## config.mk

```make
export PLATFORM = sky130hd
export DESIGN_NAME = prime_element_filter
export DESIGN_NICKNAME = d
export VERILOG_FILES = /design/src/design/pef_pkg.sv /design/src/design/pef_rem_unit.sv /design/src/design/pef_seq.sv /design/src/design/prime_element_filter.sv
export VERILOG_INCLUDE_DIRS = /design/src /design/src/design
export SDC_FILE = /design/constraint.sdc
export NUM_CORES = 1
export LEC_CHECK = 0
export ABC_CLOCK_PERIOD_IN_PS = 3500
export BUFFER_PORTS_ARGS = -buffer_cell sky130_fd_sc_hd__buf_2
export CAP_MARGIN = 20
export CELL_PAD_IN_SITES_DETAIL_PLACEMENT = 0
export CELL_PAD_IN_SITES_GLOBAL_PLACEMENT = 2
export CORE_MARGIN = 2
export CORE_UTILIZATION = 37
export CTS_CLUSTER_SIZE = 30
export DETAILED_ROUTE_END_ITERATION = 16
export HOLD_SLACK_MARGIN = 0.08
export PLACE_DENSITY_LB_ADDON = 0.1
export SLEW_MARGIN = 20
export SYNTH_ARGS = -nofsm -noshare
export SYNTH_HDL_FRONTEND = slang
export SYNTH_SLANG_ARGS = --single-unit
```

## constraint.sdc

```tcl
create_clock -name clock -period 3.5 [get_ports clock]
set_clock_uncertainty 0.2 [all_clocks]
set_input_delay 0.175 -clock clock [delete_from_list [all_inputs] [get_ports clock]]
set_output_delay 0.175 -clock clock [all_outputs]
set_load 0.01 [all_outputs]
```

## src/design/assert_macros.svh

```systemverilog
// Assertion macros for the prime element filter.
// Each macro expects signals named clock and reset in the enclosing module.
`ifndef ASSERT_MACROS_SVH
`define ASSERT_MACROS_SVH

// Consequent must hold in the same cycle as the antecedent.
`define PEF_ASSERT_SAME(label, ante, cons) \
   label: assert property (@(posedge clock) disable iff (reset) (ante) |-> (cons)) \
      else $error("same-cycle check failed");

// Consequent must hold in the cycle after the antecedent.
`define PEF_ASSERT_NEXT(label, ante, cons) \
   label: assert property (@(posedge clock) disable iff (reset) (ante) |=> (cons)) \
      else $error("next-cycle check failed");

`endif

```

## src/design/pef_pkg.sv

```systemverilog
// Shared types and constants for the prime element filter.
// No dependencies; imported by every module of the block.
`timescale 1ns / 1ps
`default_nettype none

package pef_pkg;

   // Smallest prime, also the first trial divisor
   localparam int unsigned MIN_PRIME     = 2;
   localparam int unsigned FIRST_DIVISOR = 2;

   // Top level to sequencer
   typedef struct packed {
      logic start;
      logic ack;
   } seq_ctrl_type;

   // Sequencer to top level
   typedef struct packed {
      logic idle;
      logic done;
      logic prime;
   } seq_status_type;

   // Remainder unit to sequencer
   typedef struct packed {
      logic done;
      logic zero;
   } rem_status_type;

endpackage

`default_nettype wire

```

## src/design/pef_rem_unit.sv

```systemverilog
// Shift-and-subtract remainder unit: one dividend bit per cycle.
// Depends on pef_pkg for its status type.
`timescale 1ns / 1ps
`default_nettype none

module pef_rem_unit #(
   parameter int VALUE_WIDTH = 32
) (
   input  wire logic                           clock,
   input  wire logic                           reset,
   input  wire logic                           start,
   input  wire logic [VALUE_WIDTH-1:0]         dividend,
   input  wire logic [(VALUE_WIDTH+1)/2-1:0]   divisor,
   output pef_pkg::rem_status_type             status
);
   import pef_pkg::*;

   localparam int DW = (VALUE_WIDTH + 1) / 2;
   localparam int CW = $clog2(VALUE_WIDTH);

   typedef enum logic {R_IDLE, R_RUN} state_type;

   state_type              state_ff,    state_in;
   logic [VALUE_WIDTH-1:0] dividend_ff, dividend_in;
   logic [DW-1:0]          divisor_ff,  divisor_in;
   logic [DW-1:0]          rem_ff,      rem_in;
   logic [CW-1:0]          count_ff,    count_in;
   logic                   done_ff,     done_in;

   logic [DW:0] trial;
   logic [DW:0] diff;
   logic [DW-1:0] rem_step;

   // Partial remainder stays below the divisor, so trial stays below twice it
   assign trial    = {rem_ff, dividend_ff[VALUE_WIDTH-1]};
   assign diff     = trial - {1'b0, divisor_ff};
   assign rem_step = (trial >= {1'b0, divisor_ff}) ? diff[DW-1:0] : trial[DW-1:0];

   always_comb begin
      state_in    = state_ff;
      dividend_in = dividend_ff;
      divisor_in  = divisor_ff;
      rem_in      = rem_ff;
      count_in    = count_ff;
      done_in     = 1'b0;
      case (state_ff)
         R_IDLE: begin
            if (start) begin
               dividend_in = dividend;
               divisor_in  = divisor;
               rem_in      = '0;
               count_in    = CW'(VALUE_WIDTH - 1);
               state_in    = R_RUN;
            end
         end
         R_RUN: begin
            rem_in      = rem_step;
            dividend_in = dividend_ff << 1;
            count_in    = count_ff - 1'b1;
            if (count_ff == '0) begin
               done_in  = 1'b1;
               state_in = R_IDLE;
            end
         end
         default: begin
            state_in = R_IDLE;
         end
      endcase
   end

   always_ff @(posedge clock) begin
      if (reset) begin
         state_ff <= R_IDLE;
         done_ff  <= 1'b0;
      end else begin
         state_ff <= state_in;
         done_ff  <= done_in;
      end
   end

   always_ff @(posedge clock) begin
      dividend_ff <= dividend_in;
      divisor_ff  <= divisor_in;
      rem_ff      <= rem_in;
      count_ff    <= count_in;
   end

   assign status.done = done_ff;
   assign status.zero = (rem_ff == '0);

endmodule

`default_nettype wire

```

## src/design/pef_seq.sv

```systemverilog
// Trial-division sequencer: steps the divisor and its running square and
// drives the shared remainder unit. Depends on pef_pkg.
`timescale 1ns / 1ps
`default_nettype none

module pef_seq #(
   parameter int VALUE_WIDTH = 32
) (
   input  wire logic                           clock,
   input  wire logic                           reset,
   input  wire pef_pkg::seq_ctrl_type          ctrl,
   input  wire logic [VALUE_WIDTH-1:0]         load_value,
   input  wire pef_pkg::rem_status_type        rem_status,
   output pef_pkg::seq_status_type             status,
   output logic [VALUE_WIDTH-1:0]              held_value,
   output logic [(VALUE_WIDTH+1)/2-1:0]        divisor,
   output logic                                rem_start
);
   import pef_pkg::*;

   localparam int DW = (VALUE_WIDTH + 1) / 2;
   localparam int SW = VALUE_WIDTH + 1;

   typedef enum logic [1:0] {S_IDLE, S_CHECK, S_DIVIDE, S_DONE} state_type;

   state_type              state_ff,   state_in;
   logic [VALUE_WIDTH-1:0] value_ff,   value_in;
   logic [DW-1:0]          divisor_ff, divisor_in;
   logic [SW-1:0]          square_ff,  square_in;
   logic                   prime_ff,   prime_in;

   always_comb begin
      state_in   = state_ff;
      value_in   = value_ff;
      divisor_in = divisor_ff;
      square_in  = square_ff;
      prime_in   = prime_ff;
      rem_start  = 1'b0;
      case (state_ff)
         S_IDLE: begin
            if (ctrl.start) begin
               value_in   = load_value;
               divisor_in = DW'(FIRST_DIVISOR);
               square_in  = SW'(FIRST_DIVISOR * FIRST_DIVISOR);
               prime_in   = 1'b0;
               // Negative values and values below two skip the division loop
               if (load_value[VALUE_WIDTH-1] || (load_value < VALUE_WIDTH'(MIN_PRIME))) begin
                  state_in = S_DONE;
               end else begin
                  state_in = S_CHECK;
               end
            end
         end
         S_CHECK: begin
            if (square_ff > {1'b0, value_ff}) begin
               prime_in = 1'b1;
               state_in = S_DONE;
            end else begin
               rem_start = 1'b1;
               state_in  = S_DIVIDE;
            end
         end
         S_DIVIDE: begin
            if (rem_status.done) begin
               if (rem_status.zero) begin
                  prime_in = 1'b0;
                  state_in = S_DONE;
               end else begin
                  // (d+1)^2 = d^2 + 2d + 1
                  divisor_in = divisor_ff + 1'b1;
                  square_in  = square_ff + SW'({divisor_ff, 1'b1});
                  state_in   = S_CHECK;
               end
            end
         end
         S_DONE: begin
            if (ctrl.ack) begin
               state_in = S_IDLE;
            end
         end
         default: begin
            state_in = S_IDLE;
         end
      endcase
   end

   always_ff @(posedge clock) begin
      if (reset) begin
         state_ff <= S_IDLE;
      end else begin
         state_ff <= state_in;
      end
   end

   always_ff @(posedge clock) begin
      value_ff   <= value_in;
      divisor_ff <= divisor_in;
      square_ff  <= square_in;
      prime_ff   <= prime_in;
   end

   assign status.idle  = (state_ff == S_IDLE);
   assign status.done  = (state_ff == S_DONE);
   assign status.prime = prime_ff;
   assign held_value   = value_ff;
   assign divisor      = divisor_ff;

endmodule

`default_nettype wire

```

## src/design/prime_element_filter.sv

```systemverilog
// Prime element filter top level: input capture, result register and handshakes.
// Depends on pef_pkg, pef_seq, pef_rem_unit and assert_macros.svh.
//
//   channel  direction  handshake          payload
//   req      in         req_valid/stall    element_value, row_end, matrix_end
//   rsp      out        rsp_valid/stall    kept_value, is_prime, row_end_out, matrix_end_out
//
// One element at a time. Negative values and values below two skip the division
// loop and go straight to the sequencer's done state. Otherwise each trial
// divisor makes one pass through the shared bit-serial remainder unit, for up
// to about sqrt(2^(VALUE_WIDTH-1)) divisors.
// Synchronous reset leaves the block idle with no result pending.
// A new element is taken while a finished result waits in the output register;
// a further result holds in the sequencer until that register frees up.
`timescale 1ns / 1ps
`default_nettype none

module prime_element_filter #(
   parameter int VALUE_WIDTH = 32
) (
   input  wire logic               clock,
   input  wire logic               reset,
   input  wire logic               req_valid,
   output logic                    req_stall,
   input  wire logic signed [31:0] req_element_value,
   input  wire logic               req_row_end,
   input  wire logic               req_matrix_end,
   output logic                    rsp_valid,
   input  wire logic               rsp_stall,
   output logic signed [31:0]      rsp_kept_value,
   output logic                    rsp_is_prime,
   output logic                    rsp_row_end_out,
   output logic                    rsp_matrix_end_out
);
   import pef_pkg::*;

   localparam int DW = (VALUE_WIDTH + 1) / 2;

   seq_ctrl_type           seq_ctrl;
   seq_status_type         seq_status;
   rem_status_type         rem_status;
   logic [VALUE_WIDTH-1:0] held_value;
   logic [DW-1:0]          divisor;
   logic                   rem_start;
   logic                   req_xfer;

   logic                   row_end_ff,    row_end_in;
   logic                   matrix_end_ff, matrix_end_in;
   logic                   rsp_valid_ff,  rsp_valid_in;
   logic signed [31:0]     kept_ff,       kept_in;
   logic                   prime_ff,      prime_in;
   logic                   rsp_row_ff,    rsp_row_in;
   logic                   rsp_mat_ff,    rsp_mat_in;

   assign req_stall      = !seq_status.idle;
   assign req_xfer       = req_valid && !req_stall;
   assign seq_ctrl.start = req_xfer;
   // Release the sequencer once the output register can take its result
   assign seq_ctrl.ack   = seq_status.done && (!rsp_valid_ff || !rsp_stall);

   pef_seq #(
      .VALUE_WIDTH (VALUE_WIDTH)
   ) u_seq (
      .clock      (clock),
      .reset      (reset),
      .ctrl       (seq_ctrl),
      .load_value (req_element_value[VALUE_WIDTH-1:0]),
      .rem_status (rem_status),
      .status     (seq_status),
      .held_value (held_value),
      .divisor    (divisor),
      .rem_start  (rem_start)
   );

   pef_rem_unit #(
      .VALUE_WIDTH (VALUE_WIDTH)
   ) u_rem (
      .clock    (clock),
      .reset    (reset),
      .start    (rem_start),
      .dividend (held_value),
      .divisor  (divisor),
      .status   (rem_status)
   );

   always_comb begin
      row_end_in    = row_end_ff;
      matrix_end_in = matrix_end_ff;
      if (req_xfer) begin
         row_end_in    = req_row_end;
         matrix_end_in = req_matrix_end;
      end

      rsp_valid_in = rsp_valid_ff;
      kept_in      = kept_ff;
      prime_in     = prime_ff;
      rsp_row_in   = rsp_row_ff;
      rsp_mat_in   = rsp_mat_ff;
      if (rsp_valid_ff && !rsp_stall) begin
         rsp_valid_in = 1'b0;
      end
      if (seq_ctrl.ack) begin
         rsp_valid_in = 1'b1;
         // Tested values are non-negative, so zero extension keeps the value
         kept_in      = seq_status.prime ? 32'(held_value) : '0;
         prime_in     = seq_status.prime;
         rsp_row_in   = row_end_ff;
         rsp_mat_in   = matrix_end_ff;
      end
   end

   always_ff @(posedge clock) begin
      if (reset) begin
         rsp_valid_ff <= 1'b0;
      end else begin
         rsp_valid_ff <= rsp_valid_in;
      end
   end

   always_ff @(posedge clock) begin
      row_end_ff    <= row_end_in;
      matrix_end_ff <= matrix_end_in;
      kept_ff       <= kept_in;
      prime_ff      <= prime_in;
      rsp_row_ff    <= rsp_row_in;
      rsp_mat_ff    <= rsp_mat_in;
   end

   assign rsp_valid          = rsp_valid_ff;
   assign rsp_kept_value     = kept_ff;
   assign rsp_is_prime       = prime_ff;
   assign rsp_row_end_out    = rsp_row_ff;
   assign rsp_matrix_end_out = rsp_mat_ff;

`include "assert_macros.svh"

   `PEF_ASSERT_NEXT(a_stall_after_transfer, req_valid && !req_stall, req_stall)
   `PEF_ASSERT_SAME(a_prime_flag_matches_value, rsp_valid, rsp_is_prime == (rsp_kept_value != 0))
   `PEF_ASSERT_SAME(a_result_held_blocks_req, seq_status.done && rsp_valid && rsp_stall, req_stall)

endmodule

`default_nettype wire

```

==> results.yml, run 1 <==
power_and_ir_drop:
  combPwrFrac_pct: 23.4
  powerDensity_mw_per_mm2: 564.4
  p_sw_mw: 2.219
  switching_share_pct: 32.69
  power_mw: 6.789
  p_int_mw: 4.570
  p_seq_share_pct: 46.2
  pwr-share-clk_pct: 30.4
  ir_worst_vdd_mv: 0.2717
  p_leak_nw: 4.638
synth:
  synthFlopType: "edfxtp_1"
  ys_async_sr_fraction_pct: 0
  synthCells: 886
  syn_nets: 993
  yosysWarningCount: 0
  ys_ff_latch: 193
  synth_most_common_cell: "edfxtp_1"
  netlist_area_mm2: 0.01011
  synthDominantCellAreaShare_pct: 55.83
  synthTopCellsByArea: "edfxtp_1 (56%), ha_1 (8.3%), o21ai_0 (2.8%), nand2_1 (2.7%), a21oi_1 (2.6%)"
  yosysSeqAreaShare_pct: 56.82
  synth.avg_cell_area_um2: 11.41
  yosys-top-cells-count: "edfxtp_1 (188), nand2_1 (73), nor2_1 (69)"
  synth_top_area_cell: "edfxtp_1"
  synth_edf_count: 188
  yosys.cell_types.count: 61
place:
  dp_slack_ns: 0.3233
  dp.cells: 1294
  dpl.hpwl_um: 18130
  postPlaceCellArea_mm2: 0.01100
  place.gp.congestion: 0.8103
  place.port_buffers: 74
sta:
  relSlewSlack_pct: 37.46
  setup_ws_ns: 0.3426
  slew_violations: 0
  rsz0062_at_grt: "false"
  fin_tns_setup_ns: 0
  hold_viol_final: 0
  tightest_slew_ns: 0.9381
  finalCritPeriodShare_pct: 90.21
  finalSetupViolations: 0
  fin_hold_ws_ns: 0.2266
  period_needed_ns: 3.157
  max_freq_mhz: 316.7
grt:
  antenna_found_initial: 1
  overflow: 0
  grt_pass1_wl_um: 39630
  grt_usage_pct: 18.08
  grt_max_degree: 50
  first_global_vias: 6828
floorplanning:
  num_io_pins: 75
  core-area_mm2: 0.02688
  fp.dieW_um: 169.3
  initial_utilization_pct: 37.62
  dieHeight_um: 169.3
  fp-row-count: 60
  dieArea_mm2: 0.02867
drt:
  vias: 6893
  wl_met3_um: 685
  wl_per_cell_um: 18.22
  top_layer: "met4"
  drt-met1-wl_um: 13420
  ant_nets: 0
  drtIter0Drc: 474
  drc: 0
  viasPerCell: 5.050
  first_pass_iters: 5
  wl_um: 24870
  wl_met2_um: 10580
critical_path:
  critical_path.max_fanout: 31
  cp.arrival_ns: 3.14
  startpoint_type: "register"
  crit_type: "reg2reg"
  end_kind: "register"
  critPathRequiredTime_ns: 3.48
  rr_worst_depth: 11
outcome:
  status: "finished, final reports clean"
layout:
  areaGrowthSynthToFinish_pct: 18.97
  fin_nets: 1118
  finish.instance_area_mm2: 0.01203
  antenna_cells: 0
  utilization_pct: 44.76
  fin_cells: 1365
  drive_gt1_share_pct: 13.77
clock_tree:
  postCtsSetupRepairBufs: 0
  clk_latency_ns: 0.44
  cts_root_buffer: "clkbuf_16"
  cts.clk_slew.worst_paths_ns: 0.09
  clockBufferDepth: 2
  cts_tree: "yes"
  cts_buffers: 17
  clock_sinks: 193
  ctsHtreeMaxLevel: 4
hold_path:
  hp-class: "reg2reg"
  min_path_cells: 0
run:
  cap_violations: 0
==> flip-flops by register name, indices dropped and copies added, names as in the netlist <==
signal,flops
matrix_end_ff,1
row_end_ff,1
rsp_is_prime,1
rsp_kept_value,32
rsp_matrix_end_out,1
rsp_row_end_out,1
rsp_valid,1
u_rem.count_ff,5
u_rem.dividend_ff,32
u_rem.divisor_ff,16
u_rem.done_ff,1
u_rem.rem_ff,16
u_rem.state_ff,1
u_seq.divisor,16
u_seq.held_value,32
u_seq.prime_ff,1
u_seq.square_ff,33
u_seq.state_ff,2
==> path summary, 6_finish.rpt <==
check	startpoint	to	slack (ns)
worst min register to register	row_end_ff$_DFFE_PP_	rsp_row_end_out$_DFFE_PP_	0.23
worst min-delay path	row_end_ff$_DFFE_PP_	rsp_row_end_out$_DFFE_PP_	0.23
worst max-delay path	u_seq.square_ff[8]$_SDFFCE_PP0P_	u_rem.dividend_ff[6]$_DFFE_PP_	0.34
worst max register to register	u_seq.square_ff[8]$_SDFFCE_PP0P_	u_rem.dividend_ff[6]$_DFFE_PP_	0.34
==> timing repair <==
action,4_1_cts,5_1_grt
hold endpoints to repair,39,0
hold buffers,39,0
resized for setup,0,0
==> cell usage in the layout, fill, tap and decap left out, types with 6 or more instances in the layout <==
cell,n
nor2_1,67
nand2b_1,9
nor3_1,14
a211oi_1,9
nand2_1,73
a21oi_1,52
nand4_1,13
and4_1,6
ha_1,67
nor2b_1,20
buf_2,74
edfxtp_1,188
clkbuf_16,17
xor2_1,23
or3_1,7
nand3_1,20
buf_4,13
and3_1,9
inv_1,63
a21o_1,20
mux2i_1,6
o21ai_0,56
and2_1,37
dlygate4sd3_1,39
nor4_1,13
xnor2_1,25
a31oi_1,6
clkinv_8,6
==> routing by layer <==
| metal | up-vias | GRT usage, % |
|---|---|---|
| met5 | - | 0 |
| met4 | 0 | 3.753 |
| met3 | 7 | 2.729 |
| met2 | 94 | 26.76 |
| met1 | 3310 | 27.97 |
| li1 | 3482 | - |
==> final cells by class <==
type / instances / area, um^2
clock inverters: 15 / 212.7
fillers: 2559 / 14850
well taps: 341 / 426.7
inverters: 64 / 244.0
flip-flops and latches: 193 / 5747
multi-input cells: 606 / 4055
repair buffers: 129 / 918.4
clock buffers: 17 / 425.4
==> worst max-delay path, cell delays in order, from the launching register on <==
cell	delay, ns
edfxtp_1	0.47
ha_1	0.35
and4_1	0.23
nand4_1	0.15
a21oi_1	0.26
a211oi_1	0.09
a21oi_1	0.13
o21ai_0	0.09
buf_4	0.16
a21oi_1	0.31
clkinvlp_4	0.23
buf_12	0.21
==> power groups by stage <==
stage | sequential, mW | combinational, mW | clock [mW]
after CTS | 3.14 | 1.61 | 2.13
final | 3.14 | 1.59 | 2.06
after global routing | 3.18 | 1.81 | 2.22
after floorplan | 3.10 | 1.14 | 0
after global placement | 3.19 | 1.57 | 0
after detailed placement | 3.19 | 1.56 | 0
==> logic make-up after synthesis <==
kind of cell	share of synthesized area, %
multiplexers	0.5940
adder cells (fa/ha/maj)	8.687
flip-flops	56.82
XOR/XNOR	4.158
AND/OR/NAND/NOR	14.76
buffers and inverters	3.353
AO/OA/AOI/OAI	11.62
Power figures use the tool's default switching activity.
==> run 2, diff against run 1 <==
CELL_PAD_IN_SITES_GLOBAL_PLACEMENT = 1   (was 2)
CORE_UTILIZATION = 44   (was 37)
PLACE_DENSITY = 0.78   (was default)
PLACE_DENSITY_LB_ADDON = default   (was 0.1)
SYNTH_HIERARCHICAL = 1   (was default)
==> run 2 against run 1 <==
Net effect:
- clock power fell by 6%
- register-to-register slack worse by 0.18 ns
- sequential share of layout area fell by 0.51 points
- die area decreased by 14%
- first-iteration DRC count grew 21%
- non-clock buffer count increased by 4
- global-route usage grew 0.79 points
- routed wire length down 8.7%
- final cell count decreased by 3.6%
- critical path depth is 1 lower
- critical path type unchanged
- highest routed layer unchanged
==> results.yml, run 2 <==
outcome:
  status: "finished, final reports clean"
critical_path:
  slowest_stage: "or4b_1"
  cp_top_family: "simple AND/OR/NAND/NOR gates"
  cp.arrival_ns: 3.33
  critPathMaxStageDelay_ns: 0.52
  critical_path.max_fanout: 15
  end_kind: "register"
  crit_type: "reg2reg"
  startpoint_type: "register"
  crit_chain: "ha_1 -> nand4_1 -> or4b_1 -> or2_1 -> nor3_1 -> o31ai_1 -> and2_4 -> nor2_2 -> clkinvlp_4 -> clkbuf_16"
  critPathRequiredTime_ns: 3.49
  crit_buf_inv: 2
power_and_ir_drop:
  powerDensity_mw_per_mm2: 596.3
  p_leak_nw: 4.694
  ir_worst_vdd_mv: 0.2872
synth:
  synth_edf_count: 188
  synthCells: 856
  ys_async_sr_fraction_pct: 0
  synthTopCellsByArea: "edfxtp_1 (55%), ha_1 (8.0%), a21oi_1 (2.8%), inv_1 (2.6%), and2_2 (2.3%)"
  synth.avg_cell_area_um2: 12.05
  synthFlopType: "edfxtp_1"
  yosys.cell_types.count: 75
  synth_most_common_cell: "edfxtp_1"
  yosysWarningCount: 6
  ys_ff_latch: 193
  synth_top_area_cell: "edfxtp_1"
  syn_nets: 962
  yosys-top-cells-count: "edfxtp_1 (188), inv_1 (71), ha_1 (66)"
  synthDominantCellAreaShare_pct: 54.73
  netlist_area_mm2: 0.01031
  yosysSeqAreaShare_pct: 55.70
clock_tree:
  cts_buffers: 17
  clock_sinks: 193
  cts_tree: "yes"
  cts_root_buffer: "clkbuf_16"
  clockBufferDepth: 2
  ctsHtreeMaxLevel: 4
  clk_latency_ns: 0.44
  cts.clk_slew.worst_paths_ns: 0.08
grt:
  first_global_vias: 6989
  grt_use_met2_pct: 31.45
  grt_max_degree: 50
  grt_pass1_wl_um: 36290
  grt_usage_pct: 18.87
  gr-usage-met3_pct: 3.414
  gr-usage-met1_pct: 25.53
  gr-max-usage-layer: "met2"
  overflow: 0
  antenna_found_initial: 0
layout:
  fin_nets: 1090
  nFillCells: 2077
  layout.cells.most_common_list: "edfxtp_1 (188), buf_2 (74), inv_1 (70)"
  areaGrowthSynthToFinish_pct: 17.87
  drive_gt1_share_pct: 20.46
  final_common_cell: "edfxtp_1"
  regMostFlops: "u_seq/square_ff"
  antenna_cells: 0
  largest_reg_flops: 33
place:
  place.port_buffers: 74
  place.gp.congestion: 0.8274
  dpl.hpwl_um: 15580
drt:
  ant_nets: 0
  first_pass_iters: 5
  wl_per_cell_um: 17.25
  drc: 0
  viasPerCell: 5.402
  drtIter0Drc: 574
  wl_um: 22700
  vias: 7109
floorplanning:
  num_io_pins: 75
  fp-row-count: 56
  dieArea_mm2: 0.02468
  dieHeight_um: 157.1
  initial_utilization_pct: 44.34
  core-area_mm2: 0.02326
  fp.dieW_um: 157.1
sta:
  finalCritPeriodShare_pct: 95.35
  slew_violations: 0
  fin_hold_ws_ns: 0.2400
  fin_tns_setup_ns: 0
  finalSetupViolations: 0
  rsz0062_at_grt: "false"
  max_freq_mhz: 299.7
  tightest_slew_ns: 1.019
  relSlewSlack_pct: 32.07
  period_needed_ns: 3.337
  hold_viol_final: 0
hold_path:
  hp-class: "reg2reg"
run:
  cap_violations: 0
[run 2: changes by cell type in the layout (fill, tap and decap cells not counted), sizes merged, moves of 8 or more]
cell   change
nand3      -8
nor2b     -14
o21ai     -29
mux2      +31
xor2      -11
nand2     -25
inv        +8
nor2      -14
[run 2: cell families (layout without fill, tap and decap cells)]
kind of cell / Yosys count / in the layout / synth area share [%]
AOI/OAI and AO/OA: 176 / 176 / 11.41
DFF: 193 / 193 / 55.70
adders and majority gates: 68 / 68 / 8.394
and+or+nand+nor: 247 / 247 / 13.12
xor gates and xnor gates: 36 / 36 / 3.057
muxes: 40 / 40 / 4.258
buffers and inverters: 96 / 237 / 4.051
[run 2: power breakdown]
group	internal [mW]	total (mW)	leakage (nW)	switching, mW
clock	0.963	1.94	0.289	0.980
sequential	3.01	3.27	1.78	0.253
combinational	0.854	2.04	2.63	1.18
total	4.83	7.25	4.69	2.42
[run 2: final timing paths]
path | from | end | slack, ns | cells after the start
min reg2reg | matrix_end_ff$_DFFE_PP_ | rsp_matrix_end_out$_DFFE_PP_ | 0.24 | 0
max | u_seq/square_ff[29]$_SDFFCE_PN0P_ | u_rem/dividend_ff[8]$_DFFE_PP_ | 0.16 | 10
max reg2reg | u_seq/square_ff[29]$_SDFFCE_PN0P_ | u_rem/dividend_ff[8]$_DFFE_PP_ | 0.16 | 10
min | matrix_end_ff$_DFFE_PP_ | rsp_matrix_end_out$_DFFE_PP_ | 0.24 | 0
[run 2: area by class of cell]
class	count	area [um^2]	area share, %
clock buffer	17	425.4	3.499
clock inverter	15	166.4	1.369
inverter	72	274.0	2.254
multi-input combinational	567	4190	34.47
sequential	193	5747	47.27
tap	319	399.1	3.283
timing repair buffer	133	955.9	7.863
[run 2: stage by stage]
stage	setup WS, ns	area [um^2]	instances	total power [mW]	util [%]
floorplan	0.01954	10330	856	4.702	-
global placement	0.2059	11120	1241	5.237	47.82
detailed placement	0.1697	11120	1241	5.268	47.82
CTS	0.1485	12090	1310	7.267	51.95
global route	0.003835	12160	1316	7.658	52.26
finish	0.1629	12160	1316	7.249	52.26
[run 2: timing repair]
action	4_1_cts	5_1_grt
resized for setup	0	1
setup buffers	0	4
hold buffers	37	0
setup endpoints to repair	0	31
hold endpoints to repair	41	0
[run 2: per-layer routing]
metal / vias up / part of all wire (%)
met5: - / 0
met4: 0 / 0.96
met3: 17 / 4.3
met2: 183 / 48
met1: 3470 / 47
li1: 3439 / -
==> run 3, diff against run 2 <==
ABC_CLOCK_PERIOD_IN_PS = 2900   (was 3500)
PLACE_DENSITY = 0.79   (was 0.78)
SYNTH_HIERARCHICAL = default   (was 1)
clock period = 2.9 ns   (was 3.5 ns; I/O delays follow)
==> run 3 against run 2 <==
Net effect:
- via count rose by 1.4%
- clock power increased by 23%
- worst setup slack got worse by 0.15 ns
- final cell count increased by 3.4%
- critical endpoint is now u_rem.rem_ff[13]$_SDFFCE_PN0P_
- largest cell class unchanged
- largest power group unchanged
- highest routed layer unchanged
==> results.yml, run 3 (same netlist as run 1, synthesis figures left out) <==
critical_path:
  rr_worst_depth: 9
  critical_path.max_fanout: 5
  crit-reg2reg-launch: "u_seq.square_ff[24]$_SDFFCE_PP0P_"
  end_kind: "register"
  critPathRequiredTime_ns: 2.85
  endpoint: "u_rem.rem_ff[13]$_SDFFCE_PN0P_"
  startpoint_type: "register"
  crit_type: "reg2reg"
  reg2reg_to: "u_rem.rem_ff[13]$_SDFFCE_PN0P_"
  ff2ff_setup_slack_ns: 0.01
  cp.arrival_ns: 2.84
  cp-startpoint: "u_seq.square_ff[24]$_SDFFCE_PP0P_"
drt:
  wl_um: 23780
  drtIter0Drc: 613
  viasPerCell: 5.298
  ant_nets: 0
  wl_met2_um: 10710
  drt-met1-wl_um: 11730
  top_layer: "met4"
  wl_met3_um: 1065
  wl_per_cell_um: 17.48
  vias: 7210
  drc: 0
  first_pass_iters: 5
power_and_ir_drop:
  powerDensity_mw_per_mm2: 667.4
  ir_worst_vdd_mv: 0.3453
  p_leak_nw: 4.931
sta:
  relSlewSlack_pct: 33.14
  slew_violations: 0
  finalCritPeriodShare_pct: 99.65
  fin_tns_setup_ns: 0
  period_needed_ns: 2.890
  finalSetupViolations: 0
  setup_ws_ns: 0.01017
  hold_viol_final: 0
  tightest_slew_ns: 1.003
  fin_hold_ws_ns: 0.2024
  rsz0062_at_grt: "true"
  max_freq_mhz: 346.0
clock_tree:
  clock_sinks: 193
  ctsHtreeMaxLevel: 4
  clk_latency_ns: 0.44
  cts_root_buffer: "clkbuf_16"
  cts_buffers: 17
  cts_tree: "yes"
  clockBufferDepth: 2
  cts.clk_slew.worst_paths_ns: 0.08
floorplanning:
  dieHeight_um: 155.6
  fp.dieW_um: 155.6
  dieArea_mm2: 0.02421
  core-area_mm2: 0.02257
  fp-row-count: 55
  num_io_pins: 75
  initial_utilization_pct: 44.79
place:
  place.port_buffers: 74
  place.gp.congestion: 0.8574
  dpl.hpwl_um: 17210
  dp_slack_ns: -0.002806
run:
  cap_violations: 0
layout:
  largest_reg_flops: 33
  antenna_cells: 0
  drive_gt1_share_pct: 20.45
  areaGrowthSynthToFinish_pct: 24.58
  utilization_pct: 55.80
  fin_nets: 1170
  layout.cells.most_common_list: "edfxtp_1 (188), buf_2 (74), nand2_1 (73)"
  nFillCells: 1926
  regMostFlops: "u_seq.square_ff"
  final_common_cell: "edfxtp_1"
grt:
  antenna_found_initial: 0
  grt_pass1_wl_um: 37290
  overflow: 0
  grt_max_degree: 48
  first_global_vias: 6885
  grt_usage_pct: 20.04
hold_path:
  hp-class: "in2reg"
  min_from: "req_matrix_end"
outcome:
  status: "finished, final reports clean"
==> run 3: metrics by stage <==
stage,power [mW],instances,cell area (um^2)
floorplan,5.119,886,10150
global placement,5.808,1269,11240
detailed placement,5.836,1269,11240
CTS,8.286,1346,12310
global route,8.834,1361,12600
finish,8.407,1361,12600
==> run 3: layout make-up <==
type	count	area [um^2]	share of cell area (%)
clock buffer	17	425.4	3.377
inverter	64	244.0	1.937
timing repair buffer	181	1410	11.20
clock inverter	15	181.4	1.440
multi-input combinational	606	4232	33.60
tap	285	356.6	2.831
sequential	193	5747	45.62
==> run 3: what timing repair did <==
| item | 4_1_cts | 5_1_grt |
|---|---|---|
| buffers inserted | 6 | 14 |
| endpoints found under the setup margin | 21 | 95 |
| gates cloned | 1 | 2 |
| pin swaps | 4 | 19 |
| hold buffers | 38 | 0 |
| endpoints found under the hold margin | 50 | 0 |
| resized for setup | 2 | 30 |
==> run 3: worst min path at each step <==
| stage | end | slack (ns) | cells past startpoint |
|---|---|---|---|
| 3_3_place_gp | matrix_end_ff$_DFFE_PP_ | 0.13 | 1 |
| 6_report | matrix_end_ff$_DFFE_PP_ | 0.20 | 2 |
| 5_1_grt | matrix_end_ff$_DFFE_PP_ | 0.20 | 2 |
| 4_1_cts | row_end_ff$_DFFE_PP_ | 0.19 | 2 |
| 3_5_place_dp | row_end_ff$_DFFE_PP_ | 0.13 | 1 |
| 2_1_floorplan | rsp_valid$_SDFFE_PP0P_ | 0.01 | 1 |
==> run 3: power by group <==
group	switching [mW]	internal [mW]
Sequential	0.246	3.51
Combinational	1.23	1.04
Clock	1.20	1.18
Total	2.68	5.73
==> run 3: metal layers <==
layer  global-route usage, %  vias to the layer above
met5                       0                        -
met1                   30.12                     3421
met3                   3.083                       20
met2                   30.68                      182
li1                        -                     3587
met4                   4.718                        0
==> run 3: critical path: stages, from the launching register on <==
cell,delay (ns)
edfxtp_1,0.45
ha_1,0.33
a2111oi_1,0.41
o21ai_0,0.17
a31o_2,0.24
o21ai_2,0.26
a21oi_2,0.12
clkinvlp_4,0.14
buf_6,0.13
clkbuf_16,0.14
